`src/hdl/prs_pkg.sv`:
```
// Package for the precharge relay supervisor: transfer payload structs, config struct,
// mode and register codes, relay drive bit positions and reset defaults.
// No dependencies.
package prs_pkg;

  localparam int CFG_ADDR_W = 5;
  localparam int CFG_DATA_W = 32;

  localparam logic [1:0] MODE_INIT = 2'd0;
  localparam logic [1:0] MODE_IDLE = 2'd1;
  localparam logic [1:0] MODE_RUN  = 2'd2;
  localparam logic [1:0] MODE_ERR  = 2'd3;

  localparam logic [2:0] REG_PRECHARGE_STEP = 3'd0;
  localparam logic [2:0] REG_COIL_PULSE     = 3'd1;
  localparam logic [2:0] REG_COIL_GAP       = 3'd2;
  localparam logic [2:0] REG_MAIN_SETTLE    = 3'd3;
  localparam logic [2:0] REG_OFF_GAP        = 3'd4;
  localparam logic [2:0] REG_ERROR_LIMIT    = 3'd5;
  localparam logic [2:0] REG_IDLE_BLINK     = 3'd6;
  localparam logic [2:0] REG_RUN_BLINK      = 3'd7;

  localparam logic [4:0] PH_NONE      = 5'd0;
  localparam logic [4:0] PH_PRE_FIRST = 5'd1;
  localparam logic [4:0] PH_PRE_LAST  = 5'd5;
  localparam logic [4:0] PH_ON_GAP    = 5'd6;
  localparam logic [4:0] PH_ON_PULSE  = 5'd7;
  localparam logic [4:0] PH_SETTLE    = 5'd8;
  localparam logic [4:0] PH_OFF_FIRST = 5'd9;

  localparam logic [1:0] SUB_GAP   = 2'd0;
  localparam logic [1:0] SUB_PULSE = 2'd1;

  localparam int DRV_EN  = 5;
  localparam int DRV_ON  = 6;
  localparam int DRV_OFF = 7;
  localparam int DRV_LED = 8;

  localparam int DEF_TIMER_WIDTH     = 10;
  localparam int DEF_ERROR_BLINK_DIV = 5;
  localparam int DEF_OFF_PULSES      = 3;

  localparam logic [9:0] RST_PRECHARGE_STEP = 10'd250;
  localparam logic [9:0] RST_COIL_PULSE     = 10'd250;
  localparam logic [9:0] RST_COIL_GAP       = 10'd10;
  localparam logic [9:0] RST_MAIN_SETTLE    = 10'd200;
  localparam logic [9:0] RST_OFF_GAP        = 10'd50;
  localparam logic [4:0] RST_ERROR_LIMIT    = 5'd20;
  localparam logic [7:0] RST_IDLE_BLINK     = 8'd50;
  localparam logic [7:0] RST_RUN_BLINK      = 8'd10;

  typedef struct packed {
    logic ms_tick;
    logic machine_tick;
    logic on_request;
    logic error_present;
    logic buffers_ready;
  } prs_in_t;

  typedef struct packed {
    logic [4:0] precharge_relays;
    logic       enable_relay;
    logic       main_on_coil;
    logic       main_off_coil;
    logic       status_led;
    logic [1:0] mode;
    logic       sequence_busy;
    logic [4:0] error_total;
    logic       halted;
  } prs_out_t;

  typedef struct packed {
    logic [9:0] precharge_step_ms;
    logic [9:0] coil_pulse_ms;
    logic [9:0] coil_gap_ms;
    logic [9:0] main_settle_ms;
    logic [9:0] off_gap_ms;
    logic [4:0] error_limit;
    logic [7:0] idle_blink_div;
    logic [7:0] run_blink_div;
  } prs_cfg_t;

endpackage

```
`src/hdl/prs_cfg.sv`:
```
// APB-style configuration register file of the precharge relay supervisor.
// Depends on prs_pkg.
module prs_cfg (
  input  logic                             clk_i,
  input  logic                             rst_ni,
  input  logic                             psel,
  input  logic                             penable,
  input  logic                             pwrite,
  input  logic [prs_pkg::CFG_ADDR_W-1:0]   paddr,
  input  logic [prs_pkg::CFG_DATA_W-1:0]   pwdata,
  output logic [prs_pkg::CFG_DATA_W-1:0]   prdata,
  output logic                             pready,
  output prs_pkg::prs_cfg_t                cfg_o
);
  import prs_pkg::*;

  prs_cfg_t   cfg_q;
  logic       wr_en;
  logic [2:0] idx;

  assign idx    = paddr[4:2];
  assign wr_en  = psel && penable && pwrite;
  assign pready = 1'b1;
  assign cfg_o  = cfg_q;

  always_ff @(posedge clk_i or negedge rst_ni) begin
    if (!rst_ni) begin
      cfg_q.precharge_step_ms <= RST_PRECHARGE_STEP;
      cfg_q.coil_pulse_ms     <= RST_COIL_PULSE;
      cfg_q.coil_gap_ms       <= RST_COIL_GAP;
      cfg_q.main_settle_ms    <= RST_MAIN_SETTLE;
      cfg_q.off_gap_ms        <= RST_OFF_GAP;
      cfg_q.error_limit       <= RST_ERROR_LIMIT;
      cfg_q.idle_blink_div    <= RST_IDLE_BLINK;
      cfg_q.run_blink_div     <= RST_RUN_BLINK;
    end else if (wr_en) begin
      unique case (idx)
        REG_PRECHARGE_STEP: cfg_q.precharge_step_ms <= pwdata[9:0];
        REG_COIL_PULSE:     cfg_q.coil_pulse_ms     <= pwdata[9:0];
        REG_COIL_GAP:       cfg_q.coil_gap_ms       <= pwdata[9:0];
        REG_MAIN_SETTLE:    cfg_q.main_settle_ms    <= pwdata[9:0];
        REG_OFF_GAP:        cfg_q.off_gap_ms        <= pwdata[9:0];
        REG_ERROR_LIMIT:    cfg_q.error_limit       <= pwdata[4:0];
        REG_IDLE_BLINK:     cfg_q.idle_blink_div    <= pwdata[7:0];
        REG_RUN_BLINK:      cfg_q.run_blink_div     <= pwdata[7:0];
      endcase
    end
  end

  always_comb begin
    prdata = '0;
    unique case (idx)
      REG_PRECHARGE_STEP: prdata = CFG_DATA_W'(cfg_q.precharge_step_ms);
      REG_COIL_PULSE:     prdata = CFG_DATA_W'(cfg_q.coil_pulse_ms);
      REG_COIL_GAP:       prdata = CFG_DATA_W'(cfg_q.coil_gap_ms);
      REG_MAIN_SETTLE:    prdata = CFG_DATA_W'(cfg_q.main_settle_ms);
      REG_OFF_GAP:        prdata = CFG_DATA_W'(cfg_q.off_gap_ms);
      REG_ERROR_LIMIT:    prdata = CFG_DATA_W'(cfg_q.error_limit);
      REG_IDLE_BLINK:     prdata = CFG_DATA_W'(cfg_q.idle_blink_div);
      REG_RUN_BLINK:      prdata = CFG_DATA_W'(cfg_q.run_blink_div);
    endcase
  end

endmodule

```
`src/hdl/prs_engine.sv`:
```
// Supervisor state and single-pass next-state logic: mode machine, relay sequencer,
// phase timer, LED blink and error counter. Depends on prs_pkg.
module prs_engine #(
  parameter int TIMER_WIDTH     = prs_pkg::DEF_TIMER_WIDTH,
  parameter int ERROR_BLINK_DIV = prs_pkg::DEF_ERROR_BLINK_DIV,
  parameter int OFF_PULSES      = prs_pkg::DEF_OFF_PULSES
) (
  input  logic               clk_i,
  input  logic               rst_ni,
  input  logic               step_i,
  input  prs_pkg::prs_in_t   in_i,
  input  prs_pkg::prs_cfg_t  cfg_i,
  output prs_pkg::prs_out_t  res_o
);
  import prs_pkg::*;

  localparam logic [4:0] PhOffLast = 5'(PH_OFF_FIRST + 3 * OFF_PULSES - 1);
  localparam logic [7:0] ErrDiv    = 8'(ERROR_BLINK_DIV);

  function automatic logic [1:0] off_sub(logic [4:0] p);
    logic [4:0] v;
    logic [9:0] prod;
    logic [6:0] rem;
    v    = p - PH_OFF_FIRST;
    prod = 10'(v) * 10'd11;
    rem  = 7'(v) - 7'(prod[9:5]) * 7'd3;
    return rem[1:0];
  endfunction

  logic [1:0]             mode_q, mode_d, target_q, target_d;
  logic [4:0]             phase_q, phase_d, enter_p;
  logic [TIMER_WIDTH-1:0] timer_q, timer_d;
  logic                   pending_q, pending_d, halt_q, halt_d;
  logic [7:0]             blink_q, blink_d, blink_div;
  logic [4:0]             err_q, err_d;
  logic [8:0]             drive_q, drive_d;
  logic                   enter, blink_en;

  always_comb begin
    mode_d    = mode_q;
    target_d  = target_q;
    phase_d   = phase_q;
    timer_d   = timer_q;
    pending_d = pending_q;
    halt_d    = halt_q;
    blink_d   = blink_q;
    err_d     = err_q;
    drive_d   = drive_q;
    enter     = 1'b0;
    enter_p   = PH_NONE;
    blink_en  = 1'b0;
    blink_div = ErrDiv;

    if (step_i && !halt_q) begin
      if (phase_q != PH_NONE) begin
        if (in_i.machine_tick) pending_d = 1'b1;
        if (in_i.ms_tick && timer_q != '0) timer_d = timer_q - 1'b1;
        if (timer_d == '0) begin
          if ((phase_q >= PH_PRE_FIRST && phase_q < PH_SETTLE) ||
              (phase_q >= PH_OFF_FIRST && phase_q < PhOffLast)) begin
            enter   = 1'b1;
            enter_p = phase_q + 5'd1;
          end else begin
            if (phase_q == PH_SETTLE) begin
              drive_d[4:0]   = '0;
              drive_d[DRV_EN] = 1'b1;
            end
            phase_d = PH_NONE;
            timer_d = '0;
            mode_d  = target_q;
          end
        end
      end else if (in_i.machine_tick || pending_q) begin
        pending_d = 1'b0;
        unique case (mode_q)
          MODE_INIT: begin
            drive_d[DRV_LED] = 1'b1;
            if (in_i.buffers_ready) begin
              if (!in_i.error_present) begin
                target_d        = MODE_IDLE;
                drive_d[4:0]    = '0;
                drive_d[DRV_EN] = 1'b0;
                enter           = 1'b1;
                enter_p         = PH_OFF_FIRST;
              end else begin
                mode_d = MODE_ERR;
              end
            end
          end
          MODE_IDLE: begin
            blink_en  = 1'b1;
            blink_div = cfg_i.idle_blink_div;
            if (in_i.on_request) begin
              target_d = MODE_RUN;
              enter    = 1'b1;
              enter_p  = PH_PRE_FIRST;
            end
          end
          MODE_RUN: begin
            blink_en  = 1'b1;
            blink_div = cfg_i.run_blink_div;
            if (!in_i.on_request) begin
              target_d        = MODE_IDLE;
              drive_d[4:0]    = '0;
              drive_d[DRV_EN] = 1'b0;
              enter           = 1'b1;
              enter_p         = PH_OFF_FIRST;
            end
          end
          MODE_ERR: begin
            blink_en = 1'b1;
            if (err_q != 5'd31) err_d = err_q + 5'd1;
            if (err_d >= cfg_i.error_limit) begin
              halt_d = 1'b1;
            end else begin
              drive_d[DRV_LED] = ~drive_d[DRV_LED];
              mode_d           = MODE_INIT;
            end
          end
        endcase
      end
    end

    if (blink_en) begin
      if (blink_q >= blink_div) begin
        drive_d[DRV_LED] = ~drive_d[DRV_LED];
        blink_d          = '0;
      end else begin
        blink_d = blink_q + 8'd1;
      end
    end

    if (enter) begin
      if (enter_p >= PH_PRE_FIRST && enter_p <= PH_PRE_LAST) begin
        drive_d = drive_d | (9'd1 << (enter_p - 5'd1));
        timer_d = TIMER_WIDTH'(cfg_i.precharge_step_ms);
      end else if (enter_p == PH_ON_GAP) begin
        drive_d[DRV_OFF] = 1'b0;
        timer_d          = TIMER_WIDTH'(cfg_i.coil_gap_ms);
      end else if (enter_p == PH_ON_PULSE) begin
        drive_d[DRV_ON] = 1'b1;
        timer_d         = TIMER_WIDTH'(cfg_i.coil_pulse_ms);
      end else if (enter_p == PH_SETTLE) begin
        drive_d[DRV_ON] = 1'b0;
        timer_d         = TIMER_WIDTH'(cfg_i.main_settle_ms);
      end else if (off_sub(enter_p) == SUB_GAP) begin
        drive_d[DRV_ON] = 1'b0;
        timer_d         = TIMER_WIDTH'(cfg_i.coil_gap_ms);
      end else if (off_sub(enter_p) == SUB_PULSE) begin
        drive_d[DRV_OFF] = 1'b1;
        timer_d          = TIMER_WIDTH'(cfg_i.coil_pulse_ms);
      end else begin
        drive_d[DRV_OFF] = 1'b0;
        timer_d          = TIMER_WIDTH'(cfg_i.off_gap_ms);
      end
      phase_d = enter_p;
    end
  end

  always_ff @(posedge clk_i or negedge rst_ni) begin
    if (!rst_ni) begin
      mode_q    <= MODE_INIT;
      target_q  <= MODE_INIT;
      phase_q   <= PH_NONE;
      timer_q   <= '0;
      pending_q <= 1'b0;
      halt_q    <= 1'b0;
      blink_q   <= '0;
      err_q     <= '0;
      drive_q   <= '0;
    end else begin
      mode_q    <= mode_d;
      target_q  <= target_d;
      phase_q   <= phase_d;
      timer_q   <= timer_d;
      pending_q <= pending_d;
      halt_q    <= halt_d;
      blink_q   <= blink_d;
      err_q     <= err_d;
      drive_q   <= drive_d;
    end
  end

  always_comb begin
    res_o.precharge_relays = drive_d[4:0];
    res_o.enable_relay     = drive_d[DRV_EN];
    res_o.main_on_coil     = drive_d[DRV_ON];
    res_o.main_off_coil    = drive_d[DRV_OFF];
    res_o.status_led       = drive_d[DRV_LED];
    res_o.mode             = mode_d;
    res_o.sequence_busy    = (phase_d != PH_NONE);
    res_o.error_total      = err_d;
    res_o.halted           = halt_d;
  end

endmodule

```
`src/hdl/precharge_relay_supervisor_core.sv`:
```
// Top level of the precharge relay supervisor: input register, result register,
// handshake control and assertions. Depends on prs_pkg, prs_cfg and prs_engine.

// One input transfer can be taken every clock cycle, and each gives exactly one result
// transfer. An accepted item sits in the input register. In the cycle in which it
// advances, the supervisor logic updates its state and loads the result register,
// from which the result is offered. The rate is set by the state update. It runs in
// any cycle in which the result register is empty or its result is taken. A stalled
// result holds the input register, and that stalls the input.
// Configuration registers sit at byte addresses 4*i of the APB-style port and should
// be written only while no item is in flight.
module precharge_relay_supervisor_core #(
  parameter int TIMER_WIDTH     = prs_pkg::DEF_TIMER_WIDTH,
  parameter int ERROR_BLINK_DIV = prs_pkg::DEF_ERROR_BLINK_DIV,
  parameter int OFF_PULSES      = prs_pkg::DEF_OFF_PULSES
) (
  input  logic                            clk_i,
  input  logic                            rst_ni,
  input  logic                            in_valid_i,
  output logic                            in_stall_o,
  input  prs_pkg::prs_in_t                in_data_i,
  output logic                            out_valid_o,
  input  logic                            out_stall_i,
  output prs_pkg::prs_out_t               out_data_o,
  input  logic                            psel,
  input  logic                            penable,
  input  logic                            pwrite,
  input  logic [prs_pkg::CFG_ADDR_W-1:0]  paddr,
  input  logic [prs_pkg::CFG_DATA_W-1:0]  pwdata,
  output logic [prs_pkg::CFG_DATA_W-1:0]  prdata,
  output logic                            pready
);
  import prs_pkg::*;

  prs_cfg_t cfg;
  prs_in_t  in_q;
  prs_out_t out_q, res;
  logic     in_valid_q, out_valid_q, advance, accept;

  assign advance     = in_valid_q && (!out_valid_q || !out_stall_i);
  assign in_stall_o  = in_valid_q && !advance;
  assign accept      = in_valid_i && !in_stall_o;
  assign out_valid_o = out_valid_q;
  assign out_data_o  = out_q;

  prs_cfg u_cfg (
    .clk_i   (clk_i),
    .rst_ni  (rst_ni),
    .psel    (psel),
    .penable (penable),
    .pwrite  (pwrite),
    .paddr   (paddr),
    .pwdata  (pwdata),
    .prdata  (prdata),
    .pready  (pready),
    .cfg_o   (cfg)
  );

  prs_engine #(
    .TIMER_WIDTH     (TIMER_WIDTH),
    .ERROR_BLINK_DIV (ERROR_BLINK_DIV),
    .OFF_PULSES      (OFF_PULSES)
  ) u_engine (
    .clk_i  (clk_i),
    .rst_ni (rst_ni),
    .step_i (advance),
    .in_i   (in_q),
    .cfg_i  (cfg),
    .res_o  (res)
  );

  always_ff @(posedge clk_i or negedge rst_ni) begin
    if (!rst_ni) begin
      in_valid_q  <= 1'b0;
      out_valid_q <= 1'b0;
    end else begin
      if (accept) in_valid_q <= 1'b1;
      else if (advance) in_valid_q <= 1'b0;
      if (advance) out_valid_q <= 1'b1;
      else if (!out_stall_i) out_valid_q <= 1'b0;
    end
  end

  always_ff @(posedge clk_i) begin
    if (accept) in_q <= in_data_i;
    if (advance) out_q <= res;
  end

  a_halt_sticky: assert property (@(posedge clk_i) disable iff (!rst_ni)
    out_valid_q && out_q.halted |=> out_q.halted)
    else $error("halted result followed by a result that is not halted");

  a_coils_exclusive: assert property (@(posedge clk_i) disable iff (!rst_ni)
    advance |=> !(out_q.main_on_coil && out_q.main_off_coil))
    else $error("main relay on and off coils driven together");

  a_enable_vs_precharge: assert property (@(posedge clk_i) disable iff (!rst_ni)
    advance |=> !(out_q.enable_relay && (out_q.precharge_relays != '0)))
    else $error("enable relay closed while a precharge relay is closed");

  a_stall_only_busy: assert property (@(posedge clk_i) disable iff (!rst_ni)
    in_stall_o |-> in_valid_q && out_valid_q && out_stall_i)
    else $error("input stalled with room to advance");

endmodule

```
`config.mk`:
```
export PLATFORM = sky130hd
export DESIGN_NAME = precharge_relay_supervisor_core
export DESIGN_NICKNAME = d
export VERILOG_FILES = /design/src/hdl/prs_pkg.sv /design/src/hdl/prs_cfg.sv /design/src/hdl/prs_engine.sv /design/src/hdl/precharge_relay_supervisor_core.sv
export SDC_FILE = /design/constraint.sdc
export NUM_CORES = 1
export LEC_CHECK = 0
export BUFFER_PORTS_ARGS = -buffer_cell sky130_fd_sc_hd__buf_2
export CORE_ASPECT_RATIO = 1.4
export CORE_MARGIN = 5
export CORE_UTILIZATION = 64
export CTS_CLUSTER_DIAMETER = 40
export DETAILED_ROUTE_END_ITERATION = 8
export GPL_ROUTABILITY_DRIVEN = 0
export GPL_TIMING_DRIVEN = 0
export PLACE_DENSITY = 0.86
export SYNTH_ARGS = -nofsm -noshare
export SYNTH_HDL_FRONTEND = slang
export SYNTH_SLANG_ARGS = --single-unit
```
`constraint.sdc`:
```
create_clock -name clk_i -period 10.45 [get_ports clk_i]
set_clock_uncertainty 0.1 [all_clocks]
set_input_delay 0.5225 -clock clk_i [delete_from_list [all_inputs] [get_ports clk_i]]
set_output_delay 0.5225 -clock clk_i [all_outputs]
set_load 0.03 [all_outputs]
```
Word level (Yosys, flattened, before mapping)
Index checks and enable logic that the tools add are counted.
- add/subtract/negate cells: 7
- $lt $le $gt $ge: 8
- mux-type cells: 114
- multipliers: 2
- reduce and logical (&&, ||, !) cells: 42
- div/mod/pow operators: 0
- eq/ne operators: 22
- bitwise operators: 4
- shift operators: 1
- operator list (cell ; number):
    $pmux 32 s8 ; 1
    $mux 10 ; 14
    $mux 5 ; 20
    $mux 6 ; 10
    $mux 1 ; 42
    $mux 8 ; 4
    $mux 2 ; 13
    $reduce_and 2->1 ; 9
    $pmux 8 s2 ; 1
    $pmux 5 s3 ; 1
    $eq 3x3->1 const B ; 4
    $pmux 6 s2 ; 1
    $add 5x1->5 const B ; 2
    $eq 5x3->1 const B ; 2
    $eq 5x4->1 const B ; 2
    $ge 5x1->1 const B ; 2
    $logic_and 1x1->1 ; 10
    $logic_not 10->1 ; 1
    $ne 2x2->1 const B ; 5
    $reduce_bool 10->1 ; 1
    $reduce_bool 5->1 ; 2
    $sub 10x1->10 const B ; 1
    $mul 5x4->9 const B ; 1
    $mux 9 ; 1
    34 further kinds ; 50
- RAM bits: 0
- memories: 0
- bits of input ports: 49
- bits in read-only memories: 0
- bits in registers: 139
- bits in latches: 0
- output and inout port bits: 53

Depth between registers and ports, before layout
Gate-level depths: netlist (run 1).
- word-level depth: 21
- gate-level depth with buffers: 30
- gate-level depth less buffers: 29

By module
A second synthesis (run 1) with hierarchy kept.
- cells, all modules: 836
- area, all modules: 8733.4 µm²
- by module, submodules not included (module ; cells an instance ; times used ; sequential area each (µm²) ; area each (µm²)):
    prs_engine ; 532 ; 1 ; 1076.0 ; 4438.0
    prs_cfg ; 273 ; 1 ; 1810.5 ; 3512.1
    precharge_relay_supervisor_core ; 31 ; 1 ; 740.7 ; 783.3

Least setup slack after synthesis (run 1)
Ideal clock, no wire load.
- path kind: register to register
- start point: register u_engine.timer_q[0]
- end point: register u_engine.timer_q[6]
- data required time: 10218 ps
- arrival time: 6412 ps
- period minus slack after synthesis: 6644 ps
- cell stages (with the launch flop): 29
- path slack: 3806 ps
- cell sequence: dfrtp_1 > inv_1 > ha_1 > or4b_4 > a2111oi_4 > o21ai_4 > nor3_4 > nand2_1 > a21oi_1 > inv_1 > ha_1 > buf_2 > xnor2_1 > inv_1 > ha_1 > ha_1 > ha_1 > a31o_2 > a21oi_1 > xnor2_1 > ha_1 > xnor2_1 > xnor2_1 > xnor2_1 > xnor2_4 > buf_6 > mux2_1 > nor2_1 > o31ai_2
- word-level cells in the longest chain between the ends: 21
- RTL lines (item ; RTL line ; text):
    start: declaration ; prs_engine.sv:32 ; logic [TIMER_WIDTH-1:0] timer_q, timer_d;
    start signal: assignment ; prs_engine.sv:175 ; timer_q <= timer_d;
    branches (longest 2 deep; another with $sub 10x1->10) ; n/a ;
    $mux 10 * ; prs_engine.sv:57 ; if (in_i.ms_tick && timer_q != '0) timer_d = timer_q - 1'b1;
    $mux 10 * ; prs_engine.sv:55 ; if (phase_q != PH_NONE) begin
    $mux 10 * ; prs_engine.sv:54 ; if (step_i && !halt_q) begin
    $logic_not 10->1 ; prs_engine.sv:58 ; if (timer_d == '0) begin
    $mux 5 ; prs_engine.sv:58 ;
    $mux 5 ; prs_engine.sv:55 ;
    $mux 5 ; prs_engine.sv:54 ;
    [4 not listed] ; n/a ;
    $eq 2x1->1 ; prs_engine.sv:149 ; end else if (off_sub(enter_p) == SUB_PULSE) begin
    $mux 10 ; prs_engine.sv:149 ;
    $mux 10 ; prs_engine.sv:146 ; end else if (off_sub(enter_p) == SUB_GAP) begin
    $mux 10 ; prs_engine.sv:143 ; end else if (enter_p == PH_SETTLE) begin
    $mux 10 ; prs_engine.sv:140 ; end else if (enter_p == PH_ON_PULSE) begin
    $mux 10 ; prs_engine.sv:137 ; end else if (enter_p == PH_ON_GAP) begin
    $mux 10 ; prs_engine.sv:134 ; if (enter_p >= PH_PRE_FIRST && enter_p <= PH_PRE_LAST) begin
    $mux 10 ; prs_engine.sv:133 ; if (enter) begin
Every way passes the cells marked *. The select of a mux whose other input is x is not followed.
A chain may end at the register's enable or synchronous reset.

Final worst setup path (run 1)
- start point: register u_engine.timer_q[0]
- end point: register u_engine.timer_q[3]
The elaborated chain is that of the path after synthesis.

==> flow_summary.yaml, run 1 <==
outcome:
  status: "finished clean"
synthesis:
  ys_seq_area_share_pct: 40.13
  synthArstFlopShare_pct: 83.45
  ys_types: 94
  yosysTopAreaCell: "dfrtp_1"
  synth.avg_cell_area_um2: 9.857
  synthCells: 917
  netlist_area_um2: 9039
  synth_top_flop_cell: "dfrtp_1"
  ys_ff_latch: 139
  synthTopCellsByCount: "94 x nand2_1, 89 x dfrtp_1, 76 x mux2_2"
  synth_most_common_cell: "nand2_1"
  synth-edff-count: 23
  yosys_warnings: 0
  yosys-top-cells-area: "dfrtp_1 25%, mux2_2 9.5%, dfstp_2 7.8%, edfxtp_1 7.6%, ha_1 5.4%"
  yosysTopAreaCellShare_pct: 24.64
detailed_routing:
  ant_nets: 0
  wl_mm: 25.46
  drt_first_pass_iters: 6
  routed_via_density: 6.590
  vias: 7974
  route.detailed.drc: 0
  avgRoutedWirePerCell_um: 21.04
  drt-initial-drc-count: 826
final_layout:
  multi_input_area_um2: 4943
  num_antenna_cells: 0
  nets: 1101
  fill_cells: 972
  drive_gt1_share_pct: 25.95
  syn_to_final_growth_pct: 13.76
  final_util_pct: 73.92
  seq_area_um2: 3627
power_and_ir_drop:
  leakagePower_nw: 4.614
  swShare_pct: 28.39
  pwr_density_cell_nw_per_um2: 149.9
  p_clk_share_pct: 41.2
  power.internal_mw: 1.104
  seqPwrFrac_pct: 44.9
  power.switching_mw: 0.4377
  ir_drop_mv: 0.1138
  comb_power_share_pct: 14.0
setup_path:
  cp_max_fo: 9
  worstSetupStartpoint: "u_engine.timer_q[0]"
  cpPeakStageDelay_ns: 0.66
  cp-end-kind: "register"
  ff2ff_path_depth: 28
  critPathKind: "register to register"
  worstReg2RegStart: "u_engine.timer_q[0]"
  worstPathRequired_ns: 10.66
  r2r_end: "u_engine.timer_q[3]"
  path_common_cell: "ha_1"
  cp_slowest_cell: "xnor2_1"
  rrSetupSlack_ns: 2.28
  critPathLaunchType: "register"
  worst_ep_arrival_time_ns: 8.38
clock_network:
  clock_sinks: 139
  cts_tree: "yes"
  cts_buffer_depth: 2
  numCtsBuffers: 17
  insertion_delay_ns: 0.43
  root_buffer: "clkbuf_16"
  htreeDepth: 4
  postCtsResizedCells: 0
  clkTransAtPathRegs_ns: 0.07
  cts_setup_buffers: 0
die:
  rows: 51
  ios: 102
  start_util_pct: 64.98
  die_x_um: 110.4
  core_um2: 13910
  die_h_um: 150.6
  die_area_um2: 16630
global_route:
  antenna_found_initial: 0
  grt_pass1_vias: 7945
  grt_pass1_wl_mm: 41.30
  grt_use_total_pct: 31.11
  grt_max_degree: 43
  overflow: 0
hold_path:
  whs_path_depth: 1
  hold_end: "in_q[2]"
  hp-class: "input port to register"
  holdCritStartpoint: "in_data_i[2]"
sta:
  finalHoldViolations: 0
  period_share_pct: 78.15
  period_needed_ns: 8.167
  setup_viol: 0
  rsz0062_at_grt: "false"
  tightestPinTransition_ns: 1.204
  clock.fmax_ghz: 0.1224
  setup_tns_ns: 0
  drv_slew: 0
  slew_headroom_pct: 19.09
place:
  hpwl_mm: 18.24
  port_buffers: 52
run:
  drv_cap: 0
==> cell usage in the layout, fill, tap and decap left out, types with 5 or more instances in the layout <==
master,instances
buf_1,5
o21ai_0,39
a221oi_1,8
o31ai_1,12
o21a_1,5
conb_1,23
buf_2,57
xor2_1,7
o21ai_1,10
mux2_2,76
inv_1,45
clkbuf_16,18
nand2b_1,15
a21oi_1,45
ha_1,39
clkinv_4,5
a22o_1,14
nor2b_1,5
a21o_1,11
dfstp_2,27
buf_4,26
clkbuf_1,23
and3_1,9
nor3_1,16
a31oi_1,13
mux2i_1,12
dfrtp_1,89
buf_6,6
xnor2_1,14
nor2_1,63
edfxtp_1,23
nor4_1,5
nand4_1,8
nand3_1,35
o22ai_1,10
nand2_1,94
or3_1,6
==> worst max-delay path, delay by kind of cell, from the launching register on <==
kind | cells | cell delay (ns)
compound gates | 9 | 2.68
xor+xnor | 5 | 1.40
fa+ha+maj | 6 | 1.61
buf+inv | 4 | 0.64
flops | 1 | 0.44
simple gates | 4 | 1.17
==> power by group through the flow <==
stage	clock network [mW]	registers [mW]	logic (mW)
floorplan	0	0.676	0.146
global placement	0	0.692	0.200
detailed placement	0	0.695	0.209
CTS	0.633	0.687	0.214
global route	0.662	0.695	0.233
finish	0.634	0.692	0.215
==> worst max-delay path by stage <==
stage	endpoint	slack [ns]	depth (start not counted)
after floorplan	u_engine.timer_q[6]	3.81	28
after global placement	u_engine.timer_q[3]	2.78	27
after detailed placement	u_engine.timer_q[3]	2.64	28
after CTS	u_engine.timer_q[3]	2.49	28
after global routing	u_engine.timer_q[3]	1.83	28
final	u_engine.timer_q[3]	2.28	28
==> metal layers <==
| metal | wire (um) | vias to the layer above | global-route usage (%) | share of wire, % |
|---|---|---|---|---|
| met2 | 12270 | 570 | 52.34 | 48 |
| li1 | - | 3493 | - | - |
| met3 | 2430 | 170 | 6.232 | 9.5 |
| met4 | 1724 | 0 | 21.07 | 6.8 |
| met1 | 9039 | 3741 | 36.00 | 36 |
| met5 | 0 | - | 0 | 0 |
==> cell families after synthesis <==
logic type / count (synthesis) / synth area share (%)
simple gates: 291 / 16.18
compound gates: 222 / 18.00
flops: 139 / 40.13
buf+inv: 108 / 6.105
mux: 93 / 11.54
fa+ha+maj: 40 / 5.620
xor+xnor: 22 / 2.340
other cells: 2 / 0.08309
==> flip-flops by register name, summed over array words and instances, names as in the netlist <==
signal,count
u_engine.pending_q,1
u_engine.phase_q,5
u_engine.timer_q,10
u_engine.drive_q,9
u_engine.halt_q,1
u_engine.target_q,2
out_valid_o,1
in_q,5
u_engine.blink_q,8
u_engine.err_q,5
in_valid_q,1
u_engine.mode_q,2
u_cfg.cfg_o,71
out_data_o,18
==> area by class of cell <==
| class | instances | share of cell area (%) |
|---|---|---|
| plain buffers | 63 | 3.724 |
| clock buffers | 22 | 4.721 |
| clock inverters | 10 | 1.266 |
| inverters | 45 | 1.643 |
| multi-input cells | 691 | 48.08 |
| flip-flops and latches | 139 | 35.28 |
| well taps | 185 | 2.251 |
| repair buffers | 55 | 3.042 |
==> stage by stage <==
stage | setup WS, ns | instances | area [um^2] | power (mW) | hold WS (ns)
CTS | 2.492 | 1210 | 10280 | 1.533 | 0.1563
global placement | 2.781 | 1175 | 9609 | 0.8926 | 0.3460
finish | 2.283 | 1210 | 10280 | 1.542 | 0.1585
floorplan | 3.806 | 938 | 9117 | 0.8223 | 0.1269
global route | 1.827 | 1210 | 10280 | 1.590 | 0.1649
detailed placement | 2.641 | 1177 | 9657 | 0.9043 | 0.3705
==> repair_timing <==
item,in CTS,in global routing
hold buffers,1,0
endpoints found under the hold margin,31,0
setup endpoints to repair,0,0
(Power assumes the default switching activity.)
==> run 2, diff against run 1 <==
- ABC_AREA: unset -> 1
- CORE_UTILIZATION: 64 -> 60
- PLACE_DENSITY: 0.86 -> 0.82
- clock period: 10.45 -> 8.56 ns (I/O delays scaled with it)
==> run 2 against run 1 <==
  * Final cell count is 18% higher
  * Non-clock buffer count shrank 14
  * Utilization fell by 4.1 points
  * Sequential cell count did not move
  * Count of clock-buffer cells in the layout unchanged
  * Worst setup slack got worse by 0.88 ns
  * Largest power group unchanged
  * Via count is 1.6% higher
==> flow_summary.yaml, run 2 <==
clock_network:
  cts_buffer_depth: 2
  root_buffer: "clkbuf_16"
  cts_setup_buffers: 0
  postCtsResizedCells: 0
  htreeDepth: 4
  postCtsHoldBufs: 1
  cts_tree: "yes"
  clkTransAtPathRegs_ns: 0.06
  numCtsBuffers: 17
  insertion_delay_ns: 0.42
  clock_sinks: 139
setup_path:
  cp-end-kind: "register"
  worstPathRequired_ns: 8.61
  cpPeakStageDelay_ns: 0.50
  cp_slowest_cell: "a21oi_2"
  critPathLaunchType: "register"
  critPathKind: "register to register"
  worst_ep_arrival_time_ns: 7.20
  path_common_cell: "inv_1"
  cp_max_fo: 10
synthesis:
  netlist_area_um2: 8823
  synthArstFlopShare_pct: 83.45
  yosysTopAreaCellShare_pct: 25.24
  yosysTopAreaCell: "dfrtp_1"
  synthTopCellsByCount: "298 x nand2_1, 153 x inv_1, 110 x o21ai_0"
  yosys_warnings: 0
  synth_top_flop_cell: "dfrtp_1"
  synthCells: 1135
  ys_seq_area_share_pct: 41.11
  synth-edff-count: 23
  yosys-top-cells-area: "dfrtp_1 25%, nand2_1 13%, dfstp_2 8.0%, edfxtp_1 7.8%, inv_1 6.5%"
  synth_most_common_cell: "nand2_1"
  synth.avg_cell_area_um2: 7.774
  ys_types: 59
  ys_ff_latch: 139
final_layout:
  multi_input_area_um2: 4345
  largest_reg_flops: 71
  nets: 1320
  syn_to_final_growth_pct: 14.31
  layout_commonest_cell: "nand2_1"
  drive_gt1_share_pct: 16.16
  seq_area_um2: 3627
  num_antenna_cells: 0
  fill_cells: 1202
  final_cell_mix: "298 x nand2_1, 153 x inv_1, 110 x o21ai_0, 89 x dfrtp_1, 69 x nor2_1"
power_and_ir_drop:
  pwr_density_cell_nw_per_um2: 183.4
  leakagePower_nw: 4.881
  ir_drop_mv: 0.1263
detailed_routing:
  wl_mm: 23.69
  drt_first_pass_iters: 8
  route.detailed.drc: 0
  vias: 8104
  ant_nets: 0
  routed_via_density: 5.655
  avgRoutedWirePerCell_um: 16.53
  drt-initial-drc-count: 720
global_route:
  grt_max_degree: 85
  overflow: 0
  antenna_found_initial: 0
  grt_use_total_pct: 28.27
  grt_pass1_vias: 8031
  grt_pass1_wl_mm: 39.45
die:
  core_um2: 14440
  start_util_pct: 61.09
  die_h_um: 153.5
  ios: 102
  rows: 52
  die_area_um2: 17270
  die_x_um: 112.5
sta:
  drv_slew: 0
  worst_slack_ns: 1.405
  setup_viol: 0
  period_needed_ns: 7.155
  slew_headroom_pct: 38.17
  rsz0062_at_grt: "false"
  tightestPinTransition_ns: 0.9204
  period_share_pct: 83.59
  setup_tns_ns: 0
  finalHoldViolations: 0
  clock.fmax_ghz: 0.1398
place:
  pre_cts_slack_ns: 1.373
  hpwl_mm: 17.00
  port_buffers: 53
run:
  drv_cap: 0
hold_path:
  hp-class: "input port to register"
outcome:
  status: "finished clean"
-- run 2: cell types whose count changed after synthesis, moves of 11 or more --
cell,previous run,this run
nand2_1,94,298
inv_1,45,153
mux2_2,76,0
o21ai_0,39,110
nand2b_1,15,0
a22o_1,14,0
mux2i_1,12,0
a21o_1,11,0
nand3_1,35,46
o31ai_1,12,1
-- run 2: power breakdown --
part | total [mW] | switching (mW) | internal, mW
Clock | 0.767 | 0.291 | 0.475
Sequential | 0.817 | 0.0521 | 0.765
Combinational | 0.266 | 0.181 | 0.0847
Total | 1.85 | 0.525 | 1.32
-- run 2: critical path, delay by kind of cell (launching register included) --
| kind | cells | cell delay [ns] |
|---|---|---|
| xor+xnor | 4 | 0.95 |
| compound gates | 5 | 1.18 |
| buf+inv | 10 | 1.18 |
| flops | 1 | 0.40 |
| fa+ha+maj | 5 | 1.34 |
| simple gates | 10 | 1.71 |
-- run 2: cell families after synthesis --
kind of cell / count (synthesis) / synth area share, %
compound gates: 231 / 15.24
xor+xnor: 16 / 1.588
other cells: 2 / 0.08511
simple gates: 493 / 25.64
flops: 139 / 41.11
fa+ha+maj: 40 / 5.757
buf+inv: 214 / 10.58
-- run 2: final timing paths --
check,cells past startpoint,end,startpoint,slack [ns]
worst min-delay path,1,in_q[3],in_data_i[3],0.08
worst min register to register,2,out_valid_o,in_valid_q,0.37
max in group asynchronous,3,u_cfg.cfg_o[56],rst_ni,7.26
worst max-delay path,34,out_data_o[11],out_valid_o,1.40
worst max register to register,34,out_data_o[11],out_valid_o,1.40
min in group asynchronous,2,u_engine.err_q[4],rst_ni,0.35
-- run 2: layout make-up --
type	count	share of cell area, %
plain buffers	48	3.027
clock buffers	22	4.925
clock inverters	10	1.253
inverters	166	6.228
multi-input cells	803	43.08
flip-flops and latches	139	35.96
well taps	189	2.345
repair buffers	56	3.176
-- run 2: through the flow --
| step | cells | hold slack (ns) | area (um^2) | total power [mW] | utilization [%] |
|---|---|---|---|---|---|
| after floorplan | 1156 | 0.03241 | 8902 | 0.9938 | - |
| after global placement | 1398 | 0.3400 | 9404 | 1.071 | 65.11 |
| after detailed placement | 1400 | 0.2269 | 9453 | 1.083 | 65.45 |
| after CTS | 1433 | 0.07331 | 10090 | 1.845 | 69.83 |
| after global routing | 1433 | 0.07021 | 10090 | 1.921 | 69.83 |
| final | 1433 | 0.07817 | 10090 | 1.850 | 69.83 |
-- run 2: layer usage --
| metal | track usage, % | wire [um] | up-vias |
|---|---|---|---|
| met5 | 0 | 0 | - |
| met4 | 12.89 | 1092 | 0 |
| met3 | 4.470 | 1533 | 86 |
| met2 | 49.39 | 11980 | 358 |
| met1 | 34.05 | 9081 | 3781 |
| li1 | - | - | 3879 |
